--- config.mk ---
export PLATFORM = sky130hd
export DESIGN_NAME = pdb_prep
export DESIGN_NICKNAME = d
export VERILOG_FILES = /design/src/hdl/pdb_pkg.sv /design/src/hdl/pdb_prep.sv
export SDC_FILE = /design/constraint.sdc
export NUM_CORES = 1
export LEC_CHECK = 0
export BUFFER_PORTS_ARGS = -buffer_cell sky130_fd_sc_hd__buf_4
export CELL_PAD_IN_SITES_DETAIL_PLACEMENT = 1
export CELL_PAD_IN_SITES_GLOBAL_PLACEMENT = 2
export CORE_ASPECT_RATIO = 0.8
export CORE_UTILIZATION = 28
export CTS_CLUSTER_DIAMETER = 150
export DETAILED_ROUTE_END_ITERATION = 8
export GPL_TIMING_DRIVEN = 0
export PLACE_DENSITY = 0.88
export RECOVER_POWER = 100
export SYNTH_ARGS = -nofsm -noshare
export SYNTH_HDL_FRONTEND = slang
export SYNTH_SLANG_ARGS = --single-unit
--- constraint.sdc ---
create_clock -name clk -period 0.8 [get_ports clk]
set_input_delay 0.16 -clock clk [delete_from_list [all_inputs] [get_ports clk]]
set_output_delay 0.16 -clock clk [all_outputs]
set_load 0.02 [all_outputs]
--- src/hdl/pdb_pkg.sv ---
// ----------------------------------------------------------------------------
// pdb_pkg: shared types and constants for point distance and bearing
// Fixed-point formats, the arctangent table and the pipeline control word.
// ----------------------------------------------------------------------------
package pdb_pkg;

	// defaults for the top-level parameters
	localparam int COORD_BITS_DEF     = 24;
	localparam int ROTATION_STEPS_DEF = 16;

	// scaling of the difference vector ahead of the rotations
	localparam int GUARD_BITS = 16;

	// angle accumulator, 16 fraction bits, covers +-(pi/2 + sum of table)
	localparam int ANGLE_W = 20;
	localparam logic signed [ANGLE_W-1:0] HALF_PI = 20'sd102944;

	// result formats
	localparam int DIST_W    = 29;
	localparam int BEARING_W = 16;
	localparam logic signed [BEARING_W:0] BEARING_MAX = 17'sd25736;
	localparam logic signed [BEARING_W:0] BEARING_MIN = -17'sd25736;
	localparam logic [DIST_W-1:0] DIST_MAX = {DIST_W{1'b1}};

	// inverse cordic gain, 30 fraction bits
	localparam int GAIN_W = 30;
	localparam logic [GAIN_W-1:0] INV_GAIN_Q30 = 30'd652032874;

	// control word that travels beside the data
	typedef struct packed {
		logic valid;
		logic zero;
	} pdb_ctl_t;

	// round(atan(2^-i) * 65536)
	function automatic logic signed [ANGLE_W-1:0] atan_q16(input int step);
		logic signed [ANGLE_W-1:0] val;
		case (step)
			0:       val = 20'sd51472;
			1:       val = 20'sd30386;
			2:       val = 20'sd16055;
			3:       val = 20'sd8150;
			4:       val = 20'sd4091;
			5:       val = 20'sd2047;
			6:       val = 20'sd1024;
			7:       val = 20'sd512;
			8:       val = 20'sd256;
			9:       val = 20'sd128;
			10:      val = 20'sd64;
			11:      val = 20'sd32;
			12:      val = 20'sd16;
			13:      val = 20'sd8;
			14:      val = 20'sd4;
			15:      val = 20'sd2;
			16:      val = 20'sd1;
			default: val = 20'sd0;
		endcase
		return val;
	endfunction

endpackage

--- src/hdl/pdb_prep.sv ---
// ----------------------------------------------------------------------------
// pdb_prep: difference vector and quarter-turn fold
// Forms to minus from, folds it into the right half plane and scales it.
// ----------------------------------------------------------------------------
module pdb_prep #(
	parameter int COORD_BITS = pdb_pkg::COORD_BITS_DEF,
	parameter int W          = COORD_BITS + pdb_pkg::GUARD_BITS + 3
) (
	input  logic                                 clk,
	input  logic                                 arst_n,
	input  logic                                 accept,
	input  logic signed [COORD_BITS-1:0]         from_x,
	input  logic signed [COORD_BITS-1:0]         from_y,
	input  logic signed [COORD_BITS-1:0]         to_x,
	input  logic signed [COORD_BITS-1:0]         to_y,
	output logic signed [W-1:0]                  x_s1,
	output logic signed [W-1:0]                  y_s1,
	output logic signed [pdb_pkg::ANGLE_W-1:0]   z_s1,
	output pdb_pkg::pdb_ctl_t                    ctl_s1
);

	localparam int D = COORD_BITS + 1;
	localparam int PAD = W - D - pdb_pkg::GUARD_BITS;

	logic signed [D-1:0] dx, dy, fx, fy;
	logic signed [pdb_pkg::ANGLE_W-1:0] fz;

	// difference and fold
	always_comb begin
		dx = {to_x[COORD_BITS-1], to_x} - {from_x[COORD_BITS-1], from_x};
		dy = {to_y[COORD_BITS-1], to_y} - {from_y[COORD_BITS-1], from_y};
		if (dx[D-1]) begin
			if (!dy[D-1]) begin
				fx = dy;
				fy = -dx;
				fz = pdb_pkg::HALF_PI;
			end else begin
				fx = -dy;
				fy = dx;
				fz = -pdb_pkg::HALF_PI;
			end
		end else begin
			fx = dx;
			fy = dy;
			fz = '0;
		end
	end

	// data word register
	always_ff @(posedge clk) begin
		x_s1 <= {{PAD{fx[D-1]}}, fx, {pdb_pkg::GUARD_BITS{1'b0}}};
		y_s1 <= {{PAD{fy[D-1]}}, fy, {pdb_pkg::GUARD_BITS{1'b0}}};
		z_s1 <= fz;
	end

	// control word: valid flag and equal-points flag
	always_ff @(posedge clk or negedge arst_n) begin
		if (!arst_n) begin
			ctl_s1 <= '0;
		end else begin
			ctl_s1.valid <= accept;
			ctl_s1.zero  <= (dx == '0) && (dy == '0);
		end
	end

endmodule

After elaboration in Yosys (flattened, before gate mapping)
Cells that the tools add are included.
{"block": "word_totals", "regBits": 72, "output_inout_bits": 108, "wordCells": 17}
{"block": "classes", "addsub": 4, "n_mux": 5, "reduce_logical": 3}
{"op": "two-way mux 25 bit", "count": 4}
{"op": "zero test 25 bit", "count": 2}
{"op": "negation 25 bit", "count": 2}
{"op": "subtractor 24 x 24 -> 25 bit", "count": 2}
{"op": "two-way mux 20 bit", "count": 1}
{"op": "logical AND 1 bit", "count": 1}

Logic depth before layout (Yosys ltp)
{"block": "logic_depth", "depth_word": 4, "ltp_mapped": 15, "mapped_depth_nobuf": 14}

Worst setup path after synthesis
Ideal clock, no wire load.
{"block": "synth_path", "kind": "input to register", "startpoint": "input to_y[0]", "endpoint": "register ctl_s1[0] (netlist name)", "arrival_ns": 3.044, "path_slack_ns": -2.340, "path_stages": 13, "cell_sequence": "inv_1 -> ha_1 -> fa_1 -> nor2b_1 -> o311ai_2 -> a21boi_0 -> nor2_1 -> or4_1 -> or3_4 -> nor3_4 -> nand3b_1 -> or3_1 -> nor4_2"}
{"block": "synth_via", "elab_chain_cells": 3}
{"element": "start: declaration", "line": "pdb_prep.sv:15", "rtl": "input logic signed [COORD_BITS-1:0] to_y,"}
{"element": "subtractor 24 x 24 -> 25 bit", "line": "pdb_prep.sv:31", "rtl": "dy = {to_y[COORD_BITS-1], to_y} - {from_y[COORD_BITS-1], from_y};"}
{"element": "zero test 25 bit", "line": "pdb_prep.sv:62", "rtl": "ctl_s1.zero <= (dx == '0) && (dy == '0);"}
{"element": "logical AND 1 bit", "line": "pdb_prep.sv:62"}
{"element": "end: declaration", "line": "pdb_prep.sv:19", "rtl": "output pdb_pkg::pdb_ctl_t ctl_s1"}
No other way between the ends.
A chain may end at the register's enable or synchronous reset.

Worst setup path after layout
{"block": "layout_path", "startpoint": "input to_x[0]", "endpoint": "register y_s1[38]"}
{"block": "layout_via", "elab_chain_cells": 4}
{"element": "start: declaration", "line": "pdb_prep.sv:14", "rtl": "input logic signed [COORD_BITS-1:0] to_x,"}
{"element": "subtractor 24 x 24 -> 25 bit (*)", "line": "pdb_prep.sv:30", "rtl": "dx = {to_x[COORD_BITS-1], to_x} - {from_x[COORD_BITS-1], from_x};"}
{"element": "negation 25 bit", "line": "pdb_prep.sv:35", "rtl": "fy = -dx;"}
{"element": "two-way mux 25 bit", "line": "pdb_prep.sv:33", "rtl": "if (!dy[D-1]) begin"}
{"element": "two-way mux 25 bit (*)", "line": "pdb_prep.sv:32", "rtl": "if (dx[D-1]) begin"}
{"element": "named net fy[22]", "line": "pdb_prep.sv:25", "rtl": "logic signed [D-1:0] dx, dy, fx, fy;"}
{"element": "end signal: assignment", "line": "pdb_prep.sv:52", "rtl": "y_s1 <= {{PAD{fy[D-1]}}, fy, {pdb_pkg::GUARD_BITS{1'b0}}};"}
{"element": "end: declaration", "line": "pdb_prep.sv:17", "rtl": "output logic signed [W-1:0] y_s1,"}
The timed path passes the listed nets; every way through them passes the cells marked *.

==> impl_metrics.tcl <==
set metrics [dict create \
    outcome "complete, but fails checks" \
    failed_checks "setup timing" \
    async_reset_ff_frac 0.0364 \
    topRoutingLayerUsed "met5" \
    dp_hpwl_um 16400 \
    drc_errors 0 \
    antenna-diode-count 0 \
    drtIter0Drc 198 \
    final_cells 1351 \
    wl_met3_um 1350 \
    p_seq_frac 0.203 \
    cp_common_cell "buf_8" \
    crit_type "in -> reg" \
    dp_cells 1265 \
    cp_max_fo 5 \
    max_cap_violations 0 \
    final_cell_area_mm2 0.0110 \
    setup.worst_path.start_class "input pin" \
    post_dp_cell_area_mm2 0.00833 \
    die_w_um 165 \
    first_global_vias 6762 \
    intPower_mw 11.9 \
    power.share.clock 0.112 \
    crit_end "y_s1[38]" \
    switching_share 0.441 \
    syn2layout_area_growth_pct 86.1 \
    hold_violations 0 \
    path_cells "buf_8 -> inv_8 -> ha_4 -> fa_2 -> nor2b_4 -> o2111ai_4 -> a21boi_2 -> o31a_1 -> xnor2_2 -> or3_4 -> or3b_4 -> buf_8 -> o41ai_4 -> xnor2_1 -> mux2i_1" \
    globalRouteTotalUtil 0.205 \
    power_mw 21.4 \
    p_sw_mw 9.44 \
    critPathLaunch "to_x[0]" \
    synth-seq-cells 55 \
    via_per_inst 4.96 \
    drt_pre_antenna_iters 4 \
    synth_flop_cell "dfxtp_1" \
    setup_viol 125 \
    wl_um 25400 \
    worst_slew_pin_slew_ns 0.738 \
    yosysUniqueCellTypes 78 \
    yosys_warnings 0 \
    place_ws_ns -2.87 \
    grt_max_degree 19 \
    worst_path_max_delay_cell "or3b_4" \
    wl_met1_um 11000 \
    h-tree-depth 2 \
    cts_tree "built" \
    wl_per_cell_um 18.8 \
    root_buffer "clkbuf_16" \
    synth_area_per_cell_um2 7.50 \
    ios 207 \
    p_per_area_mw_per_mm2 1940 \
    synth_edf_count 0 \
    post-route-period-util 3.84 \
    cts_buffers 5 \
    grt-ovfl-total 0 \
    num_vias 6696 \
    ys_seq_area_frac 0.187 \
    relSlewSlack 0.508 \
    max_freq_ghz 0.325 \
    coreArea_mm2 0.0207 \
    fp-row-count 47 \
    cts.sinks 55 \
    antenna_left 0 \
    initial_core_util 0.287 \
    post-route-util 0.533 \
    antenna_found_initial 1 \
    netlist_area_mm2 0.00593 \
    p_comb_frac 0.685 \
    cts_buffer_depth 2 \
    path_clk_slew_ns 0.08 \
    die_y_um 132 \
    met2_length_um 12700 \
    gp_congestion 0.824 \
    crit_path_max_incr_delay_ns 0.42 \
    crit_path_end_kind "register" \
    die_area_mm2 0.0218 \
    cp.required_ns 0.98 \
    final_cell_mix "buf_4, buf_6, inv_1" \
    crit_arrival_ns 3.26 \
    nets 1232 \
    drive_above_1_share 0.580 \
    finalMaxSlewViolations 0 \
    ir_worst_vdd_mv 1.41 \
    grt_pass1_wl_um 35300 \
    netlist_instances 791 \
    portBuffers 169 \
    rsz0062_at_grt "yes" \
    power_leakage_nw 4.91 \
    setup_ws_ns -2.28 \
    mostFrequentLayoutCell "buf_4" \
    hold_path_class "in -> async" \
    timing.final.crit_period_ns 3.08 \
]
==> registers in the layout (all words and copies together) (netlist names) <==
signal,count
y_s1,25
ctl_s1,2
z_s1,3
x_s1,25
==> metal layers <==
metal / global-route usage / up-vias
li1: - / 3249
met1: 0.271 / 3256
met3: 0.0365 / 24
met4: 0.0260 / 2
met5: 0 / -
met2: 0.352 / 165
==> final cells by class <==
| type | count | area (um2) |
|---|---|---|
| Clock buffer | 5 | 125 |
| Timing Repair Buffer | 254 | 2520 |
| Clock inverter | 3 | 25.0 |
| Tap cell | 269 | 337 |
| Sequential cell | 55 | 1190 |
| Buffer | 77 | 826 |
| Multi-Input combinational cell | 622 | 5720 |
| Inverter | 66 | 299 |
| Fill cell | 2287 | 9660 |
==> metrics by stage <==
step | hold slack (ns) | TNS, ns
2_1_floorplan | -0.136 | -92.99
4_1_cts | 0.167 | -115.88
6_report | 0.176 | -118.71
3_3_place_gp | -0.0571 | -124.22
3_5_place_dp | -0.0530 | -125.27
5_1_grt | 0.183 | -124.64
==> repair_timing <==
action / 4_1_cts / 5_1_grt
pin swaps: 69 / 64
setup endpoints to repair: 125 / 125
hold endpoints to repair: 3 / 0
hold buffers: 2 / 0
buffers inserted: 48 / 31
cloned: 4 / 3
gates resized for setup: 311 / 159
==> kinds of logic after synthesis <==
| family | Yosys count | share of synthesized area |
|---|---|---|
| fa+ha+maj | 52 | 0.112 |
| buf+inv | 150 | 0.132 |
| xor+xnor | 80 | 0.118 |
| other cells | 1 | 0.000632 |
| mux | 14 | 0.0243 |
| simple gates | 224 | 0.187 |
| compound gates | 215 | 0.238 |
| flops | 55 | 0.187 |
==> Yosys cell counts, drive strengths merged, types with 3 or more instances <==
cell type | instances | share of area
nor2b | 8 | 0.0084
a221oi | 3 | 0.0055
a21oi | 68 | 0.058
xor2 | 28 | 0.041
or4 | 3 | 0.0038
o2111ai | 4 | 0.0059
dfxtp | 53 | 0.18
a41oi | 3 | 0.0044
o21a | 9 | 0.011
a31oi | 10 | 0.011
and3 | 7 | 0.0074
inv | 66 | 0.042
nand3 | 13 | 0.011
o211ai | 4 | 0.0051
mux2i | 11 | 0.019
nor3 | 15 | 0.015
clkbuf | 20 | 0.013
o311ai | 3 | 0.0057
ha | 50 | 0.11
buf | 64 | 0.078
mux2 | 3 | 0.0057
nand2b | 4 | 0.0042
o31a | 4 | 0.0059
a21boi | 4 | 0.0051
or3 | 8 | 0.010
o21bai | 8 | 0.010
nor3b | 3 | 0.0038
a211oi | 9 | 0.011
nand4 | 10 | 0.011
o31ai | 7 | 0.011
o21ai | 46 | 0.039
nor2 | 70 | 0.044
nor4 | 4 | 0.0053
and4 | 3 | 0.0044
or2 | 5 | 0.0057
nand3b | 4 | 0.0051
xnor2 | 52 | 0.077
a21o | 13 | 0.017
nand2 | 60 | 0.038
==> power groups by stage <==
stage	Combinational [mW]	Sequential [mW]	Clock, mW
5_1_grt	15.4	4.41	2.53
3_3_place_gp	9.98	4.01	0
3_5_place_dp	10.0	4.03	0
4_1_cts	12.6	4.33	2.35
6_report	14.7	4.34	2.39
2_1_floorplan	5.58	5.02	0
==> critical path: cells and delay by family <==
kind                       cells  cell delay [ns]
adders and majority gates      2             0.52
muxes                          1             0.13
AOI/OAI and AO/OA              4             0.85
buffers and inverters          3             0.27
xor gates and xnor gates       2             0.33
and+or+nand+nor                3             0.97
==> worst min-delay path by stage <==
| stage | from | endpoint | depth (start not counted) |
|---|---|---|---|
| after detailed placement | arst_n | ctl_s1[1] | 1 |
| final | arst_n | ctl_s1[0] | 2 |
| after CTS | arst_n | ctl_s1[0] | 2 |
| after global routing | arst_n | ctl_s1[0] | 2 |
| after global placement | arst_n | ctl_s1[0] | 1 |
| after floorplan | arst_n | ctl_s1[0] | 0 |
No activity file was read; power rests on OpenSTA's default activity.
