===== src/hdl/pdb_pkg.sv =====
// ----------------------------------------------------------------------------
// pdb_pkg: shared types and constants for point distance and bearing
// Fixed-point formats, the arctangent table and the pipeline control word.
// ----------------------------------------------------------------------------
package pdb_pkg;

	// defaults for the top-level parameters
	localparam int COORD_BITS_DEF     = 24;
	localparam int ROTATION_STEPS_DEF = 16;

	// scaling of the difference vector ahead of the rotations
	localparam int GUARD_BITS = 16;

	// angle accumulator, 16 fraction bits, covers +-(pi/2 + sum of table)
	localparam int ANGLE_W = 20;
	localparam logic signed [ANGLE_W-1:0] HALF_PI = 20'sd102944;

	// result formats
	localparam int DIST_W    = 29;
	localparam int BEARING_W = 16;
	localparam logic signed [BEARING_W:0] BEARING_MAX = 17'sd25736;
	localparam logic signed [BEARING_W:0] BEARING_MIN = -17'sd25736;
	localparam logic [DIST_W-1:0] DIST_MAX = {DIST_W{1'b1}};

	// inverse cordic gain, 30 fraction bits
	localparam int GAIN_W = 30;
	localparam logic [GAIN_W-1:0] INV_GAIN_Q30 = 30'd652032874;

	// control word that travels beside the data
	typedef struct packed {
		logic valid;
		logic zero;
	} pdb_ctl_t;

	// round(atan(2^-i) * 65536)
	function automatic logic signed [ANGLE_W-1:0] atan_q16(input int step);
		logic signed [ANGLE_W-1:0] val;
		case (step)
			0:       val = 20'sd51472;
			1:       val = 20'sd30386;
			2:       val = 20'sd16055;
			3:       val = 20'sd8150;
			4:       val = 20'sd4091;
			5:       val = 20'sd2047;
			6:       val = 20'sd1024;
			7:       val = 20'sd512;
			8:       val = 20'sd256;
			9:       val = 20'sd128;
			10:      val = 20'sd64;
			11:      val = 20'sd32;
			12:      val = 20'sd16;
			13:      val = 20'sd8;
			14:      val = 20'sd4;
			15:      val = 20'sd2;
			16:      val = 20'sd1;
			default: val = 20'sd0;
		endcase
		return val;
	endfunction

endpackage


===== src/hdl/pdb_post.sv =====
// ----------------------------------------------------------------------------
// pdb_post: gain correction and bearing rounding
// Scales x by the inverse gain in two stages and rounds and clamps the angle.
// ----------------------------------------------------------------------------
module pdb_post #(
	parameter int W = 43
) (
	input  logic                                  clk,
	input  logic                                  arst_n,
	input  logic signed [W-1:0]                   x_in,
	input  logic signed [pdb_pkg::ANGLE_W-1:0]    z_in,
	input  pdb_pkg::pdb_ctl_t                     ctl_in,
	output logic [pdb_pkg::DIST_W-1:0]            distance,
	output logic signed [pdb_pkg::BEARING_W-1:0]  bearing,
	output logic                                  done
);

	localparam int AW = 32 + pdb_pkg::GAIN_W;
	localparam int LW = AW + 1;
	localparam int SW = AW + 33;
	localparam int HW = SW - 42;
	localparam int BW = pdb_pkg::ANGLE_W - 2;

	logic [63:0] ux;
	logic [31:0] xh, xl;
	logic signed [pdb_pkg::ANGLE_W:0] zr;
	logic signed [BW-1:0] bf;
	logic signed [pdb_pkg::BEARING_W-1:0] bsat;

	logic [AW-1:0] a_s1;
	logic [LW-1:0] lo_s1;
	logic signed [pdb_pkg::BEARING_W-1:0] bearing_s1;
	pdb_pkg::pdb_ctl_t ctl_s1;

	logic [SW-1:0] sum;
	logic [HW-1:0] hi;

	// negative x clamps to zero, split into 32-bit halves
	always_comb begin
		ux = (x_in[W-1] == 1'b0) ? 64'(x_in[W-2:0]) : 64'd0;
		xh = ux[63:32];
		xl = ux[31:0];
	end

	// bearing: round to 13 fraction bits and clamp to +-pi
	always_comb begin
		zr = {z_in[pdb_pkg::ANGLE_W-1], z_in} + (pdb_pkg::ANGLE_W+1)'(4);
		bf = zr[pdb_pkg::ANGLE_W:3];
		if (bf > pdb_pkg::BEARING_MAX) begin
			bsat = pdb_pkg::BEARING_W'(pdb_pkg::BEARING_MAX);
		end else if (bf < pdb_pkg::BEARING_MIN) begin
			bsat = pdb_pkg::BEARING_W'(pdb_pkg::BEARING_MIN);
		end else begin
			bsat = pdb_pkg::BEARING_W'(bf);
		end
	end

	// stage 1: partial products and rounded bearing
	always_ff @(posedge clk) begin
		a_s1       <= AW'(xh) * AW'(pdb_pkg::INV_GAIN_Q30);
		lo_s1      <= LW'(xl) * LW'(pdb_pkg::INV_GAIN_Q30) + (LW'(1) << 41);
		bearing_s1 <= ctl_in.zero ? '0 : bsat;
	end

	// combine partial products and drop 42 fraction bits
	always_comb begin
		sum = {1'b0, a_s1, 32'd0} + SW'(lo_s1);
		hi  = sum[SW-1:42];
	end

	// stage 2: saturate distance, or zero it for equal points
	always_ff @(posedge clk) begin
		if (ctl_s1.zero) begin
			distance <= '0;
		end else if (hi > HW'(pdb_pkg::DIST_MAX)) begin
			distance <= pdb_pkg::DIST_MAX;
		end else begin
			distance <= pdb_pkg::DIST_W'(hi);
		end
		bearing <= bearing_s1;
	end

	// control word and done strobe
	always_ff @(posedge clk or negedge arst_n) begin
		if (!arst_n) begin
			ctl_s1 <= '0;
			done   <= 1'b0;
		end else begin
			ctl_s1 <= ctl_in;
			done   <= ctl_s1.valid;
		end
	end

endmodule


===== config.mk =====
export PLATFORM = sky130hd
export DESIGN_NAME = pdb_post
export DESIGN_NICKNAME = d
export VERILOG_FILES = /design/src/hdl/pdb_pkg.sv /design/src/hdl/pdb_post.sv
export SDC_FILE = /design/constraint.sdc
export NUM_CORES = 2
export LEC_CHECK = 0
export ABC_AREA = 0
export BUFFER_PORTS_ARGS = -buffer_cell sky130_fd_sc_hd__buf_2
export CAP_MARGIN = 10
export CORE_UTILIZATION = 65
export DETAILED_ROUTE_END_ITERATION = 8
export GPL_ROUTABILITY_DRIVEN = 0
export PLACE_DENSITY = 0.87
export SYNTH_ARGS = -nofsm -noshare
export SYNTH_HDL_FRONTEND = slang
export SYNTH_SLANG_ARGS = --single-unit

===== constraint.sdc =====
create_clock -name clk -period 4.4 [get_ports clk]
set_clock_uncertainty 0.05 [all_clocks]
set_input_delay 0.88 -clock clk [delete_from_list [all_inputs] [get_ports clk]]
set_output_delay 0.88 -clock clk [all_outputs]
set_load 0.1 [all_outputs]

==> results of run 1 <==
[cell usage after synthesis (9+ instances only)]
library cell | number | area (um2)
a211o_1 | 9 | 78.8
o21a_1 | 16 | 120
nand3_1 | 44 | 220
o21bai_1 | 14 | 105
fa_1 | 539 | 10800
a21o_1 | 41 | 308
nand2b_1 | 39 | 244
xnor2_1 | 92 | 806
ha_1 | 472 | 5910
nand2_1 | 112 | 420
o211ai_1 | 12 | 90.1
a21oi_1 | 128 | 641
and2_1 | 23 | 144
and3_1 | 23 | 144
nand4_1 | 27 | 169
nor2_1 | 113 | 424
nor2b_1 | 34 | 213
and4_1 | 9 | 78.8
buf_2 | 14 | 70.1
a31oi_1 | 18 | 113
o21ai_1 | 10 | 50.1
inv_1 | 727 | 2730
nor3_1 | 24 | 120
xor2_1 | 41 | 359
clkbuf_1 | 30 | 113
dfxtp_1 | 130 | 2600
o21ai_0 | 59 | 295
[metrics by stage]
stage	worst slack [ns]	area [um2]	setup TNS, ns
3_3_place_gp	-4.23	34900	-170.57
4_1_cts	-3.90	37000	-149.17
2_1_floorplan	-3.80	29500	-133.34
3_5_place_dp	-4.73	34900	-193.87
[per-layer routing]
layer	overflow	track usage [%]
met4	308	88.2
met5	4	49.2
met2	620	97.6
met3	17	75.0
met1	15	79.7
[cells by family after synthesis]
kind of cell / count (synthesis) / share of synthesized area, %
adder cells (fa/ha/maj): 1012 / 58.2
buffers and inverters: 779 / 10.3
AND/OR/NAND/NOR: 497 / 9.09
AO/OA/AOI/OAI: 382 / 8.80
multiplexers: 5 / 0.179
XOR/XNOR: 133 / 4.06
flip-flops: 133 / 9.33
[what timing repair did]
item	CTS
gates resized for setup	234
pin swaps	131
gates cloned	1
setup buffers	61
hold buffers	0
endpoints found under the setup margin	63
==> metrics.csv, run 1 <==
stage,metric,value,unit
global_route,global-route wire length before repair,280000,um
placed_design,# port buffers,110,
yosys,Synth cell types,88,
yosys,Synth Flop Type,dfxtp_1,
outcome,status,aborted with a tool error,
floorplanning,Initial Utilization,66.3,%
clock_tree,H-tree lvl count,4,
placed_design,dpl cells,4164,
yosys,Mapped Cells,2941,
global_route,vias in the first global route,39400,
outcome,error msg,[ERROR GRT-0116] Global routing finished with congestion. Check the congestion regions in the DRC Viewer.,
clock_tree,clock sink total,133,
yosys,Post-Syn Nets,4019,
placed_design,Detail Placement HPWL,91200,um
floorplanning,Die H,212,um
clock_tree,Root Buffer Master,clkbuf_16,
floorplanning,die width,212,um
yosys,Post-synth EDFFs,0,
clock_tree,CTS Buf Count,17,
yosys,register area share after synthesis,9.33,%
global_route,"Remaining Overflow, GRT",964,
yosys,ys async rst share,2.26,%
global_route,maximum number of pins on one net before global-route repair,30,
yosys,post-synth design cell area,28700,um2
outcome,Fail Step,global routing (5_1_grt),
floorplanning,Rows,76,
yosys,Synth Register Bits,133,
yosys,Synth warnings,0,
yosys,Mean Syn Cell Area,9.76,um2
floorplanning,# IOs,113,
global_route,GRT Util Overall,84.1,%
clock_tree,clk buf depth,2,
==> run 2: changes to the inputs <==
--- a/config.mk
+++ b/config.mk
@@ -8,10 +8,10 @@
 export ABC_AREA = 0
 export BUFFER_PORTS_ARGS = -buffer_cell sky130_fd_sc_hd__buf_2
 export CAP_MARGIN = 10
-export CORE_UTILIZATION = 65
+export CORE_UTILIZATION = 40
 export DETAILED_ROUTE_END_ITERATION = 8
 export GPL_ROUTABILITY_DRIVEN = 0
-export PLACE_DENSITY = 0.87
+export PLACE_DENSITY_LB_ADDON = 0.15
 export SYNTH_ARGS = -nofsm -noshare
 export SYNTH_HDL_FRONTEND = slang
 export SYNTH_SLANG_ARGS = --single-unit
==> run 2 against run 1 <==
  * Synthesized cell count unchanged
  * Area after synthesis unchanged
  * The flow now finishes, with violations (setup timing)
==> metrics.csv, run 2 <==
stage,metric,value,unit
yosys,leading area contributor after synthesis,fa_1,
floorplanning,Die Area,72800,um2
route,WL final,85600,um
yosys,most common cell in the netlist,inv_1,
floorplanning,Die H,270,um
final_layout,Final Cell Area,37900,um2
setup_path,crit-path max cell delay,0.57,ns
global_route,vias in the first global route,24300,
global_route,initial antenna violation count,0,
yosys,register area share after synthesis,9.33,%
final_layout,register area,2680,um2
route,Vias/cell,4.89,
route,# DRC,0,
run,Max-Cap Viols,0,
route,drt initial violations,1207,
final_layout,most frequent cells in the layout,"inv_1 (683), buf_4 (637), fa_1 (526), ha_1 (423), dfxtp_1 (130)",
yosys,Mapped Cells,2941,
sta,endpoints failing setup,62,
yosys,post-synth design cell area,28700,um2
sta,Max-Slew Margin vs Limit,38.2,%
yosys,Synth cell types,88,
final_layout,Largest register FFs,39,
setup_path,FF-to-FF setup slack,0.92,ns
outcome,status,"finished, violations left",
min_path,Hold Crit Class,primary input to async pin,
final_layout,Final nets,4766,
clock_tree,CTS Buf Count,17,
sta,Final Critical Period,8.12,ns
final_layout,Inserted Diodes,0,
sta,setup_tns,-137.45,ns
global_route,global-route wire length before repair,136000,um
floorplanning,die width,270,um
final_layout,final cell count without fillers,4641,
sta,RSZ-0062 raised after global routing,true,
global_route,GRT Util Overall,24.0,%
sta,fin. max-slew vios,0,
clock_tree,Root Buffer Master,clkbuf_16,
yosys,Mean Syn Cell Area,9.76,um2
floorplanning,core region area,70500,um2
final_layout,largest registers,"a_s1: 39 flops, lo_s1: 30 flops, distance: 29 flops",
yosys,Post-synth top cells,"inv_1 (727), fa_1 (539), ha_1 (472)",
setup_path,WP data required,4.66,ns
yosys,synth top area cells,"fa_1 (38%), ha_1 (21%), inv_1 (9.5%)",
setup_path,reg2reg path depth,13,
sta,final worst slack,-3.72,ns
setup_path,slowest CP cell,fa_1,
final_layout,Biggest register,a_s1,
placed_design,dpl cells,4555,
global_route,maximum number of pins on one net before global-route repair,30,
yosys,top-area cell type share of the netlist area,37.6,%
setup_path,WS Path Type,primary input to register,
route,post-route ant nets,0,
yosys,Post-synth EDFFs,0,
route,Vias,22700,
sta,max frequency,123,MHz
setup_path,critical path arrival,8.38,ns
setup_path,Worst Setup End Kind,register,
placed_design,Detail Placement HPWL,77700,um
sta,final hold vios,0,
floorplanning,# IOs,113,
route,first drt pass iteration count,5,
final_layout,"most common cell after layout, fill and taps aside",inv_1,
setup_path,Crit Path Max Fanout,8,
yosys,Synth Register Bits,133,
final_layout,area grow syn2layout,32.3,%
final_layout,"Core Util, Final",53.8,%
global_route,"Remaining Overflow, GRT",0,
clock_tree,clk buf depth,2,
route,Routed wire per std cell,18.4,um
placed_design,# port buffers,110,
final_layout,Fillers,6276,
clock_tree,H-tree lvl count,4,
clock_tree,clk slew on worst S/H paths,0.06,ns
setup_path,Most common cell on crit path,fa_1,
sta,Tcrit/Tclk final,185,%
clock_tree,clock sink total,133,
yosys,ys async rst share,2.26,%
placed_design,Placed Area,35700,um2
final_layout,share of post-route cells with drive strength above 1,30.7,%
final_layout,multi-input combinational cell area,24900,um2
floorplanning,Initial Utilization,40.7,%
outcome,failing checks,setup timing,
setup_path,Startpoint Class,primary input,
yosys,Synth Flop Type,dfxtp_1,
sta,measured slew at the worst slew-check pin,0.927,ns
clock_tree,CTS tree,yes,
yosys,Synth warnings,0,
yosys,Post-Syn Nets,4019,
floorplanning,Rows,97,
clock_tree,worst skew pair latency,0.42,ns
[run 2: cell counts after synthesis]
No cell type changed its count.
[run 2: timing repair]
item	in CTS	in global routing
hold buffers	0	0
setup endpoints to repair	63	62
pin swaps	77	47
gates resized for setup	137	127
cloned	1	0
setup buffers	32	25
[run 2: cell type report]
type	instances	share of cell area [%]
clock buffers	22	1.20
clock inverters	10	0.323
inverters	727	7.38
multi-input cells	2029	65.5
flip-flops and latches	133	7.06
well taps	940	3.10
repair buffers	780	15.4
[run 2: per-stage QoR]
step / hold slack [ns] / setup slack, ns
after global placement: 0.262 / -4.60
after global routing: 0.182 / -3.93
after CTS: 0.184 / -3.67
after floorplan: 0.260 / -3.80
after detailed placement: 0.262 / -4.60
final: 0.202 / -3.72
[run 2: cell families after synthesis]
| kind of cell | share of synthesized area (%) |
|---|---|
| AOI/OAI and AO/OA | 8.80 |
| DFF | 9.33 |
| xor gates and xnor gates | 4.06 |
| and+or+nand+nor | 9.09 |
| adders and majority gates | 58.2 |
| muxes | 0.179 |
| buffers and inverters | 10.3 |
[run 2: worst paths after layout]
kind / startpoint / endpoint
max in group asynchronous: arst_n / ctl_s1[0]
max reg2reg: a_s1[20] / distance[23]
min reg2reg: bearing_s1[0] / bearing[0]
min in group clk: bearing_s1[0] / bearing[0]
max: x_in[42] / lo_s1[58]
min: arst_n / ctl_s1[1]
[run 2: worst max-delay path: cells and delay by family]
family                   cells  cell delay (ns)
AO/OA/AOI/OAI                5             0.93
XOR/XNOR                     1             0.14
adder cells (fa/ha/maj)      9             4.23
buffers and inverters        9             0.99
AND/OR/NAND/NOR              7             1.22
[run 2: per-layer routing]
metal	wire [um]	up-vias	global-route usage (%)
met1	41100	11400	35.5
met4	1530	0	4.04
li1	-	10800	-
met2	39300	439	38.2
met3	3630	73	2.52
met5	0	-	0
Power of run 2 is left out: the tool's default activity adds up to more than one toggle a clock period on the data nets, which glitch-free logic cannot reach.
