==> config.mk <==
export PLATFORM = sky130hd
export DESIGN_NAME = pdb_cordic_cell
export DESIGN_NICKNAME = d
export VERILOG_FILES = /design/src/hdl/pdb_pkg.sv /design/src/hdl/pdb_cordic_cell.sv
export SDC_FILE = /design/constraint.sdc
export NUM_CORES = 1
export LEC_CHECK = 0
export ABC_AREA = 0
export BUFFER_PORTS_ARGS = -buffer_cell sky130_fd_sc_hd__buf_2
export CAP_MARGIN = 20
export CORE_MARGIN = 5
export CORE_UTILIZATION = 42
export DETAILED_ROUTE_END_ITERATION = 6
export HOLD_SLACK_MARGIN = 0.12
export PLACE_DENSITY = 0.74
export SLEW_MARGIN = 10
export SYNTH_ARGS = -nofsm -noshare
export SYNTH_HDL_FRONTEND = slang
export SYNTH_SLANG_ARGS = --single-unit
==> constraint.sdc <==
create_clock -name clk -period 1.03 [get_ports clk]
set_input_delay 0.0515 -clock clk [delete_from_list [all_inputs] [get_ports clk]]
set_output_delay 0.0515 -clock clk [all_outputs]
set_load 0.02 [all_outputs]
==> src/hdl/pdb_pkg.sv <==
// ----------------------------------------------------------------------------
// pdb_pkg: shared types and constants for point distance and bearing
// Fixed-point formats, the arctangent table and the pipeline control word.
// ----------------------------------------------------------------------------
package pdb_pkg;

	// defaults for the top-level parameters
	localparam int COORD_BITS_DEF     = 24;
	localparam int ROTATION_STEPS_DEF = 16;

	// scaling of the difference vector ahead of the rotations
	localparam int GUARD_BITS = 16;

	// angle accumulator, 16 fraction bits, covers +-(pi/2 + sum of table)
	localparam int ANGLE_W = 20;
	localparam logic signed [ANGLE_W-1:0] HALF_PI = 20'sd102944;

	// result formats
	localparam int DIST_W    = 29;
	localparam int BEARING_W = 16;
	localparam logic signed [BEARING_W:0] BEARING_MAX = 17'sd25736;
	localparam logic signed [BEARING_W:0] BEARING_MIN = -17'sd25736;
	localparam logic [DIST_W-1:0] DIST_MAX = {DIST_W{1'b1}};

	// inverse cordic gain, 30 fraction bits
	localparam int GAIN_W = 30;
	localparam logic [GAIN_W-1:0] INV_GAIN_Q30 = 30'd652032874;

	// control word that travels beside the data
	typedef struct packed {
		logic valid;
		logic zero;
	} pdb_ctl_t;

	// round(atan(2^-i) * 65536)
	function automatic logic signed [ANGLE_W-1:0] atan_q16(input int step);
		logic signed [ANGLE_W-1:0] val;
		case (step)
			0:       val = 20'sd51472;
			1:       val = 20'sd30386;
			2:       val = 20'sd16055;
			3:       val = 20'sd8150;
			4:       val = 20'sd4091;
			5:       val = 20'sd2047;
			6:       val = 20'sd1024;
			7:       val = 20'sd512;
			8:       val = 20'sd256;
			9:       val = 20'sd128;
			10:      val = 20'sd64;
			11:      val = 20'sd32;
			12:      val = 20'sd16;
			13:      val = 20'sd8;
			14:      val = 20'sd4;
			15:      val = 20'sd2;
			16:      val = 20'sd1;
			default: val = 20'sd0;
		endcase
		return val;
	endfunction

endpackage

==> src/hdl/pdb_cordic_cell.sv <==
// ----------------------------------------------------------------------------
// pdb_cordic_cell: one vectoring micro-rotation
// Rotates toward the x axis by atan(2^-STEP) and registers the result.
// ----------------------------------------------------------------------------
module pdb_cordic_cell #(
	parameter int W    = 43,
	parameter int STEP = 0
) (
	input  logic                                 clk,
	input  logic                                 arst_n,
	input  logic signed [W-1:0]                  x_in,
	input  logic signed [W-1:0]                  y_in,
	input  logic signed [pdb_pkg::ANGLE_W-1:0]   z_in,
	input  pdb_pkg::pdb_ctl_t                    ctl_in,
	output logic signed [W-1:0]                  x_q,
	output logic signed [W-1:0]                  y_q,
	output logic signed [pdb_pkg::ANGLE_W-1:0]   z_q,
	output pdb_pkg::pdb_ctl_t                    ctl_q
);

	localparam logic signed [pdb_pkg::ANGLE_W-1:0] ATAN = pdb_pkg::atan_q16(STEP);

	logic signed [W-1:0] sx, sy;

	// arithmetic shifts round toward minus infinity
	assign sx = x_in >>> STEP;
	assign sy = y_in >>> STEP;

	// rotation direction from the sign of y
	always_ff @(posedge clk) begin
		if (!y_in[W-1]) begin
			x_q <= x_in + sy;
			y_q <= y_in - sx;
			z_q <= z_in + ATAN;
		end else begin
			x_q <= x_in - sy;
			y_q <= y_in + sx;
			z_q <= z_in - ATAN;
		end
	end

	// control word
	always_ff @(posedge clk or negedge arst_n) begin
		if (!arst_n) begin
			ctl_q <= '0;
		end else begin
			ctl_q <= ctl_in;
		end
	end

endmodule

==> Yosys cells after proc, flatten, opt, wreduce, memory -nomap -nowiden <==
Index checks and enable logic that the tools add are counted.
{ "totals": {"regBits": 108, "wordCells": 13, "input_bits": 110, "out_inout_bits": 108} }
{ "classes": {"addsub": 5, "n_mux": 3} }
{ "op_table": {"columns": ["cell", "n"], "rows": [
  ["$mux W43", 2],
  ["$sub A43 B43 Y43", 2],
  ["$add A43 B43 Y43", 1],
  ["$add A20 B17 Y20 const B", 1],
  ["$mux W20", 1],
  ["$sub A20 B17 Y20 const B", 1]
]} }

==> Depth between registers and ports, before layout <==
Gate-level depths: netlist of the first run.
{ "logic_depth": {"ltp_word": 2, "mapped_depth": 13, "mapped_depth_nobuf": 12} }

==> Worst setup path after synthesis of the first run <==
OpenSTA, ideal clock, no wires.
{ "synth_path": {"kind": "input -> register", "from": "input port y_in[42]", "to": "register z_q[18] (netlist name)", "n_path_buf": 2, "setup_slack_ps": -1476, "stages": 13, "required_ps": 958, "setup_ps": 72, "t_arrival_ps": 2433, "cell_sequence": "clkbuf_1 -> inv_2 -> clkbuf_1 -> fa_1 -> nor2b_1 -> o21ai_0 -> a21boi_1 -> o21ai_0 -> a21oi_1 -> a211o_1 -> a31o_2 -> a21oi_1 -> xnor2_1"} }
{ "synth_between": {"elab_chain_len": 1} }
{ "synth_lines": {"columns": ["item", "line", "rtl"], "rows": [
  ["from (decl)", "pdb_cordic_cell.sv:12", "input logic signed [W-1:0] y_in,"],
  ["$mux W20", "pdb_cordic_cell.sv:31", "if (!y_in[W-1]) begin"],
  ["to (signal assigned)", "pdb_cordic_cell.sv:34", "z_q <= z_in + ATAN;"],
  ["to (signal assigned)", "pdb_cordic_cell.sv:38", "z_q <= z_in - ATAN;"],
  ["to (decl)", "pdb_cordic_cell.sv:17", "output logic signed [pdb_pkg::ANGLE_W-1:0] z_q,"]
]} }
No other way between the ends.

==> Worst setup path after layout of the first run <==
{ "layout_path": {"from": "input port y_in[23]", "to": "register x_q[41]"} }
{ "layout_between": {"elab_chain_len": 2, "word_cells_on_any_way": 3, "classes_between": "2 x add/sub; 1 x mux"} }
{ "layout_lines": {"columns": ["item", "line", "rtl"], "rows": [
  ["$add A43 B43 Y43 / $sub A43 B43 Y43 (equally long branches)", "pdb_cordic_cell.sv:32, pdb_cordic_cell.sv:36", null],
  ["$mux W43 *", "pdb_cordic_cell.sv:31", null],
  ["to (signal assigned)", "pdb_cordic_cell.sv:32", "x_q <= x_in + sy;"],
  ["to (signal assigned)", "pdb_cordic_cell.sv:36", "x_q <= x_in - sy;"],
  ["to (decl)", "pdb_cordic_cell.sv:15", "output logic signed [W-1:0] x_q,"]
]} }
Mark *: on every way between the ends. The rest lies on a longest branch, timed or not.

==> impl_metrics.tcl, run 1 <==
set metrics [dict create \
    die_x_um 171 \
    syn_area_per_cell_um2 7.57 \
    final_core_util_pct 80.9 \
    cts_tree "built" \
    grt_pass1_vias 14900 \
    p_leak_nw 9.48 \
    synth_edf_count 0 \
    synth_common_cells "a21oi_1, ha_1, inv_1, nor2_1, dfxtp_1" \
    cts-buffers-inserted 9 \
    die_y_um 171 \
    wl_met1_mm 20.4 \
    synth_nets 1684 \
    drc 0 \
    syn-cell-area_um2 10800 \
    rows 58 \
    drive_above_1_share_pct 55.9 \
    slew_headroom_pct 39.8 \
    dr_wl_met3_mm 4.55 \
    ys_types 83 \
    layout_min_cycle_time_ns 2.36 \
    grt_use_total_pct 33.5 \
    cts-hold-fix-buffers 14 \
    avgRoutedWirePerCell_um 21.9 \
    netlist_instances 1430 \
    maxCapViolCount 0 \
    detail_route.first_pass.iterations 5 \
    worst_pin_slew_ns 0.904 \
    dp.cells 2429 \
    synthArstFlopShare_pct 1.87 \
    final-setup-viol-count 93 \
    vias 14800 \
    yosysTopAreaCellShare_pct 19.4 \
    synth.most_common_cell "a21oi_1" \
    ys_seq_elements 107 \
    drv_slew 0 \
    clkSinkCount 107 \
    status "complete, but fails checks" \
    path_class "in -> reg" \
    synth_area_leader_cell "dfxtp_1" \
    crit_start "y_in[23]" \
    hold_violations 0 \
    htreeDepth 3 \
    period_share_pct 229 \
    syn2layout_area_growth_pct 88.8 \
    top_layer_used "met4" \
    cp.required_ns 1.29 \
    dp_hpwl_mm 38.4 \
    p_per_area_nw_per_um2 1150 \
    dr_wl_met2_mm 27.5 \
    cts.reportedPaths.clkPinSlew_ns 0.09 \
    gp_congestion 0.965 \
    synthFlopType "dfxtp_1" \
    hold_path_startpoint "z_in[15]" \
    initial_core_util_pct 42.9 \
    drt_iter0_drc 1268 \
    wirelength_mm 56.1 \
    ys_warn_count 0 \
    critPathMaxFanout 7 \
    worst_slack_ns -1.33 \
    antenna_found_initial 2 \
    ys_seq_area_share_pct 19.9 \
    ant_nets 0 \
    worst_hold_path.endpoint "z_q[15]" \
    critPathCaptureType "flop" \
    grt_max_degree 66 \
    cp.arrival_ns 2.62 \
    max-clock-path-buffers 2 \
    placed_area_um2 16800 \
    io_pins 218 \
    min_path_type "in -> reg" \
    place_ws_ns -1.78 \
    clockRootBuffer "clkbuf_16" \
    grt_first_pass_wirelength_mm 78.0 \
    synth_area_leaders "dfxtp_1, ha_1, a21oi_1" \
    nNetsFinal 2479 \
    hold_depth 3 \
    clock.fmax_mhz 424 \
    dieArea_um2 29100 \
    fin_setup_tns_ns -84.05 \
    instances_no_fill 2562 \
    rsz0062_at_grt "yes" \
    violations "negative setup slack" \
    core_um2 25300 \
    vdd_drop_max_mv 0.881 \
    grt.overflow.total 0 \
    portBuffers 217 \
    worst_setup_path_start_kind "primary input" \
    fin_area_um2 20400 \
    vias_per_cell 5.76 \
]
-- cells in the final DEF (no fill, tap or decap), types with 20 or more instances in the layout --
cell type and instances:
buf_4 529, buf_2 191, a21oi_1 118, dfxtp_1 105, nor2_1 101, inv_1 100, ha_1 93, buf_6 89
nand2_1 66, xnor2_1 60, o21ai_0 53, ha_4 39, a21oi_2 38, o21ai_2 28, nand3_1 27, o21bai_1 27
a21o_1 24, a21oi_4 20
-- layer usage --
layer	vias up	GRT usage, %
li1	6658	-
met1	6979	38.8
met2	851	61.2
met3	273	6.05
met4	0	13.0
met5	-	0
-- sequential cells by signal, summed over array words and instances, names as in the netlist --
register  cells
ctl_q         2
y_q          43
x_q          42
z_q          20
-- critical path, cell delays in order --
cell     delay (ns)
buf_8          0.10
ha_4           0.25
buf_4          0.13
buf_4          0.15
nor2_1         0.19
o21ai_0        0.20
buf_4          0.19
and2_1         0.16
a22oi_4        0.27
a31oi_4        0.18
o311a_1        0.37
o41ai_2        0.29
nor3_2         0.08
-- per-stage QoR --
| step | hold WS (ns) | power [mW] |
|---|---|---|
| floorplan | -0.244 | 11.5 |
| global placement | -0.160 | 16.5 |
| detailed placement | -0.158 | 16.6 |
| CTS | 0.0572 | 21.9 |
| global route | 0.0837 | 24.4 |
| finish | 0.0728 | 23.5 |
-- cell families after synthesis --
family | share of synthesized area [%]
buffers and inverters | 7.42
xor gates and xnor gates | 7.44
and+or+nand+nor | 16.9
AOI/OAI and AO/OA | 29.5
adders and majority gates | 16.9
DFF | 19.9
muxes | 1.96
-- layout make-up --
type,instances,area (um2)
Fill cell,1543,4810
Clock inverter,6,48.8
Antenna cell,2,5.00
Tap cell,330,413
Sequential cell,107,2150
Multi-Input combinational cell,1124,10500
Timing Repair Buffer,845,6450
Clock buffer,10,239
Inverter,138,593
-- what timing repair did --
item,in CTS,in global routing
resized for setup,329,207
pin swaps,168,169
setup endpoints to repair,91,95
hold endpoints to repair,19,2
setup buffers,74,59
-- where the power goes --
part | switching [mW] | internal, mW | total (mW)
Sequential | 0.312 | 5.08 | 5.39
Combinational | 7.78 | 6.54 | 14.3
Clock | 2.01 | 1.74 | 3.75
Total | 10.1 | 13.4 | 23.5
-- worst max-delay path by stage --
stage | endpoint | slack (ns)
global placement | x_q[41] | -1.74
floorplan | x_q[42] | -1.12
finish | x_q[41] | -1.33
CTS | x_q[41] | -1.24
detailed placement | x_q[41] | -1.78
global route | y_q[36] | -1.40
Power figures use the tool's default switching activity.
==> run 2: changes to the inputs <==
clock period = 2.6 ns   (was 1.03 ns; I/O delays follow)
==> run 2 against run 1 <==
Against the previous run:
- the flow now finishes without violations
- first-iteration DRC count down 4.7%
- utilization is 20 points lower
- non-clock buffer count shrank 267
- worst hold slack gained 0.052 ns
- power is 68% lower
- sequential share of layout area up 3.5 points
- global-route usage decreased by 5.5 points
- via count decreased by 13%
- worst setup slack better by 1.4 ns
- die area is the same
- critical path depth up 1
==> impl_metrics.tcl, run 2 (synthesized netlist as in run 1, its figures left out) <==
set metrics [dict create \
    layout_min_cycle_time_ns 2.58 \
    hold_depth 3 \
    initial_core_util_pct 42.9 \
    vdd_drop_max_mv 0.320 \
    top_register "y_q" \
    core_um2 25300 \
    cp_top_family "compound AO/OA/AOI/OAI gates" \
    die_y_um 171 \
    grt_use_total_pct 28.0 \
    die_x_um 171 \
    clockRootBuffer "clkbuf_16" \
    layout_commonest_cell "buf_4" \
    clock.fmax_mhz 388 \
    cts_tree "built" \
    cp.required_ns 2.90 \
    path_class "in -> reg" \
    grt_max_degree 54 \
    vias_per_cell 5.58 \
    antenna_found_initial 2 \
    drv_slew 0 \
    most-common-layout-cells "buf_4, buf_2, a21oi_1" \
    worst_pin_slew_ns 0.642 \
    grt_first_pass_wirelength_mm 65.1 \
    htreeDepth 3 \
    ant_nets 0 \
    grt_pass1_vias 12200 \
    detail_route.first_pass.iterations 6 \
    cpMostUsedCell "buf_4" \
    final_core_util_pct 60.9 \
    worst_hold_slack_ns 0.125 \
    status "completed" \
    gp_congestion 1.05 \
    worst_hold_path.endpoint "z_q[14]" \
    regArea_um2 2150 \
    cp.arrival_ns 2.87 \
    hold_path_startpoint "z_in[14]" \
    cpMaxStageDelayCell "a211oi_1" \
    cpPeakStageDelay_ns 0.42 \
    critPathMaxFanout 10 \
    cts-buffers-inserted 9 \
    period_share_pct 99.1 \
    hold_violations 0 \
    drc 0 \
    p_per_area_nw_per_um2 496 \
    io_pins 218 \
    max-clock-path-buffers 2 \
    min_path_type "in -> reg" \
    p_leak_nw 7.50 \
    top_regs "y_q: 43 flops, x_q: 42 flops, z_q: 20 flops" \
    fin_setup_tns_ns 0 \
    cp_cell_sequence "buf_2, inv_1, ha_1, buf_4, nor2b_1, o21ai_0, buf_4, nor2_1, a211oi_1, a21oi_1, buf_4, a21o_1, a211oi_1, xor2_1" \
    dp_hpwl_mm 35.1 \
    cts.reportedPaths.clkPinSlew_ns 0.09 \
    instances_no_fill 2295 \
    drt_iter0_drc 1208 \
    drive_above_1_share_pct 33.8 \
    wirelength_mm 43.0 \
    dp.cells 2257 \
    syn2layout_area_growth_pct 42.0 \
    crit_buf_inv 5 \
    largest_reg_flops 43 \
    nNetsFinal 2212 \
    grt.overflow.total 0 \
    dieArea_um2 29100 \
    portBuffers 217 \
    final-setup-viol-count 0 \
    vias 12800 \
    avgRoutedWirePerCell_um 18.7 \
    rows 58 \
    slew_headroom_pct 56.7 \
    clkSinkCount 107 \
    multi_input_area_um2 8150 \
    critPathCaptureType "flop" \
    maxCapViolCount 0 \
    fillers 2320 \
    worst_setup_path_start_kind "primary input" \
]
## run 2: cell count changes in the layout (fill, tap and decap cells not counted), sizes merged
cell / before / now
inv: 135 / 138
buf: 831 / 562
clkbuf: 10 / 9
dlygate4sd3: 14 / 16
clkinvlp: 5 / 2
clkinv: 4 / 5
## run 2: layer usage
layer | routed length, um | track usage (%) | vias to the layer above
li1 | - | - | 6107
met1 | 18900 | 38.8 | 5969
met2 | 19000 | 44.1 | 629
met3 | 3900 | 5.45 | 96
met4 | 1240 | 8.92 | 0
met5 | 0 | 0 | -
## run 2: final cells by class
| cell class | count | area share [%] |
|---|---|---|
| clock inverters | 7 | 0.464 |
| well taps | 330 | 2.69 |
| flip-flops and latches | 107 | 14.0 |
| diodes | 2 | 0.0326 |
| repair buffers | 578 | 25.0 |
| multi-input cells | 1124 | 53.0 |
| clock buffers | 9 | 1.47 |
| inverters | 138 | 3.37 |
## run 2: worst max-delay path by stage
stage              end  depth (start not counted)  startpoint  slack (ns)
2_1_floorplan  z_q[18]                         13    y_in[42]        0.02
3_3_place_gp   y_q[28]                         13     x_in[0]       -0.63
3_5_place_dp   y_q[28]                         13     x_in[0]       -0.70
4_1_cts        y_q[36]                         13    x_in[29]       0.003
5_1_grt        y_q[37]                         16     x_in[9]       -0.02
6_report       x_q[39]                         14    x_in[22]        0.02
## run 2: repair_timing
item / 4_1_cts / 5_1_grt
gates resized for setup: 7 / 50
hold buffers: 16 / 0
pin swaps: 0 / 11
buffers inserted: 0 / 4
endpoints found under the setup margin: 14 / 32
endpoints found under the hold margin: 17 / 0
## run 2: report_power, final
| group | switching (mW) | internal (mW) |
|---|---|---|
| clock | 0.796 | 0.681 |
| combinational | 2.35 | 1.68 |
| sequential | 0.109 | 2.01 |
## run 2: worst min-delay path, delay by kind of cell
family     cells  cell delay [ns]
fa+ha+maj      1             0.17
buf+inv        1             0.08
xor+xnor       1             0.08
## run 2: stage by stage
stage | worst slack [ns] | cell area, um2 | total power, mW
2_1_floorplan | 0.0159 | 10800 | 4.30
3_3_place_gp | -0.633 | 14600 | 5.97
3_5_place_dp | -0.698 | 14600 | 6.00
4_1_cts | 0.00316 | 15100 | 7.51
5_1_grt | -0.0174 | 15400 | 8.03
6_report | 0.0236 | 15400 | 7.63
==> run 3: changes to the inputs <==
--- a/config.mk
+++ b/config.mk
@@ -10,5 +10,5 @@
 export CAP_MARGIN = 20
-export CORE_MARGIN = 5
 export CORE_UTILIZATION = 42
 export DETAILED_ROUTE_END_ITERATION = 6
+export GPL_ROUTABILITY_DRIVEN = 0
 export HOLD_SLACK_MARGIN = 0.12
--- a/constraint.sdc
+++ b/constraint.sdc
@@ -3,2 +3,2 @@
 set_output_delay 0.13 -clock clk [all_outputs]
-set_load 0.02 [all_outputs]
+set_load 0.1 [all_outputs]
==> run 3 against run 2 <==
Against the previous run:
- the run now ends with design-rule violations left
- critical path type unchanged
- largest power group unchanged
- count of clock-buffer cells in the layout increased by 1
- clock power up 3%
- non-clock buffer count is 17 lower
- routed wire length fell by 8.1%
- cell area fell by 0.77%
- combinational power is 54% higher
- maximum frequency is 0.38% lower
- critical endpoint is now x_q[38]
- worst hold slack better by 0.0049 ns
- power increased by 29%
- flip-flop and latch count stayed put
- die area down 9.2%
==> impl_metrics.tcl, run 3 (synthesized netlist as in run 1, its figures left out) <==
set metrics [dict create \
    status "complete, but fails checks" \
    violations "design-rule violations" \
    grt_use_total_pct 29.1 \
    largest_reg_flops 43 \
    cp.required_ns 2.86 \
    path_depth 15 \
    avgRoutedWirePerCell_um 17.4 \
    place_ws_ns -0.634 \
    vdd_drop_max_mv 0.858 \
    clkSinkCount 107 \
    cts.reportedPaths.clkPinSlew_ns 0.08 \
    max-clock-path-buffers 2 \
    instances_no_fill 2278 \
    nNetsFinal 2195 \
    crit_buf_inv 5 \
    maxCapViolCount 0 \
    slew_headroom_pct 59.4 \
    syn2layout_area_growth_pct 40.9 \
    htreeDepth 3 \
    portBuffers 217 \
    ant_nets 0 \
    dp.cells 2237 \
    layout_min_cycle_time_ns 2.59 \
    final_core_util_pct 60.4 \
    top_register "y_q" \
    cpMostUsedCell "buf_4" \
    top_regs "y_q: 43 flops, x_q: 42 flops, z_q: 20 flops" \
    use_met3_pct 5.32 \
    dieArea_um2 26400 \
    antenna_found_initial 2 \
    critPathCaptureType "flop" \
    grt.overflow.total 0 \
    cp.arrival_ns 2.85 \
    fillers 2255 \
    cts_tree "built" \
    grtUsageMet1_pct 39.3 \
    p_per_area_nw_per_um2 647 \
    vias 12900 \
    grt_first_pass_wirelength_mm 61.1 \
    cpMaxStageDelayCell "o41ai_4" \
    worst_pin_slew_ns 0.610 \
    die_y_um 163 \
    p_leak_nw 7.42 \
    critPathMaxFanout 7 \
    worst_setup_path_start_kind "primary input" \
    layout_commonest_cell "buf_4" \
    grt_max_degree 117 \
    power.total_mw 9.87 \
    rsz0062_at_grt "yes" \
    use_met2_pct 45.7 \
    io_pins 218 \
    cp_cell_sequence "buf_2, inv_1, ha_1, buf_4, a21oi_4, o21ai_2, a221oi_4, o221ai_4, o41ai_4, buf_4, o41ai_1, buf_4, nor2_2, a311oi_2, xnor2_1" \
    most-common-layout-cells "buf_4, buf_2, a21oi_1" \
    period_share_pct 99.5 \
    rows 58 \
    initial_core_util_pct 42.9 \
    core_um2 25300 \
    hold_path_startpoint "z_in[6]" \
    grt_busiest_layer "met2" \
    clockRootBuffer "clkbuf_16" \
    worst_slack_ns 0.0137 \
    detail_route.first_pass.iterations 7 \
    wirelength_mm 39.5 \
    vias_per_cell 5.68 \
    multi_input_area_um2 8130 \
    path_class "in -> reg" \
    crit_start "x_in[9]" \
    final-setup-viol-count 0 \
    cp_top_family "compound AO/OA/AOI/OAI gates" \
    hold_violations 0 \
    die_x_um 163 \
    regArea_um2 2150 \
    grt_pass1_vias 12200 \
    drive_above_1_share_pct 33.1 \
    cpPeakStageDelay_ns 0.48 \
    cts-buffers-inserted 9 \
    drv_slew 0 \
    clock.fmax_mhz 387 \
    hold_depth 3 \
    dp_hpwl_mm 31.9 \
    fin_setup_tns_ns 0 \
    drc 3 \
    min_path_type "in -> reg" \
    drt_iter0_drc 1604 \
]
-- run 3: repair_timing --
| action | 4_1_cts | 5_1_grt |
|---|---|---|
| buffers inserted | 0 | 8 |
| endpoints found under the hold margin | 16 | 0 |
| pin swaps | 0 | 13 |
| resized for setup | 4 | 47 |
| endpoints found under the setup margin | 7 | 40 |
| hold buffers | 15 | 0 |
-- run 3: power by group --
| part | switching, mW | internal (mW) |
|---|---|---|
| clock | 0.737 | 0.798 |
| sequential | 0.0985 | 2.01 |
| combinational | 4.57 | 1.65 |
| total | 5.41 | 4.46 |
-- run 3: cell type report --
cell class	count	area share (%)
clock inverters	6	0.525
inverters	138	3.40
diodes	2	0.0328
multi-input cells	1124	53.3
clock buffers	10	1.57
repair buffers	561	24.4
flip-flops and latches	107	14.1
well taps	330	2.71
-- run 3: worst paths after layout --
kind                       endpoint  slack [ns]
setup / recovery            x_q[38]        0.01
hold / removal               z_q[6]        0.13
max in group asynchronous  ctl_q[1]        1.85
min in group asynchronous  ctl_q[0]        0.61
-- run 3: worst min-delay path, stage by stage --
cell     delay [ns]
buf_2          0.09
ha_1           0.16
xnor2_1        0.08
-- run 3: stage by stage --
stage,hold WS [ns],cell area (um2)
3_3_place_gp,-0.0868,14500
2_1_floorplan,-0.166,10800
5_1_grt,0.148,15300
4_1_cts,0.126,15000
6_report,0.130,15300
3_5_place_dp,-0.0824,14500
-- run 3: layer usage --
layer / routed length, um / part of all wire [%] / vias to the layer above
li1: - / - / 6072
met3: 4110 / 10 / 135
met5: 0 / 0 / -
met1: 16700 / 42 / 5922
met4: 1530 / 3.9 / 0
met2: 17200 / 44 / 818
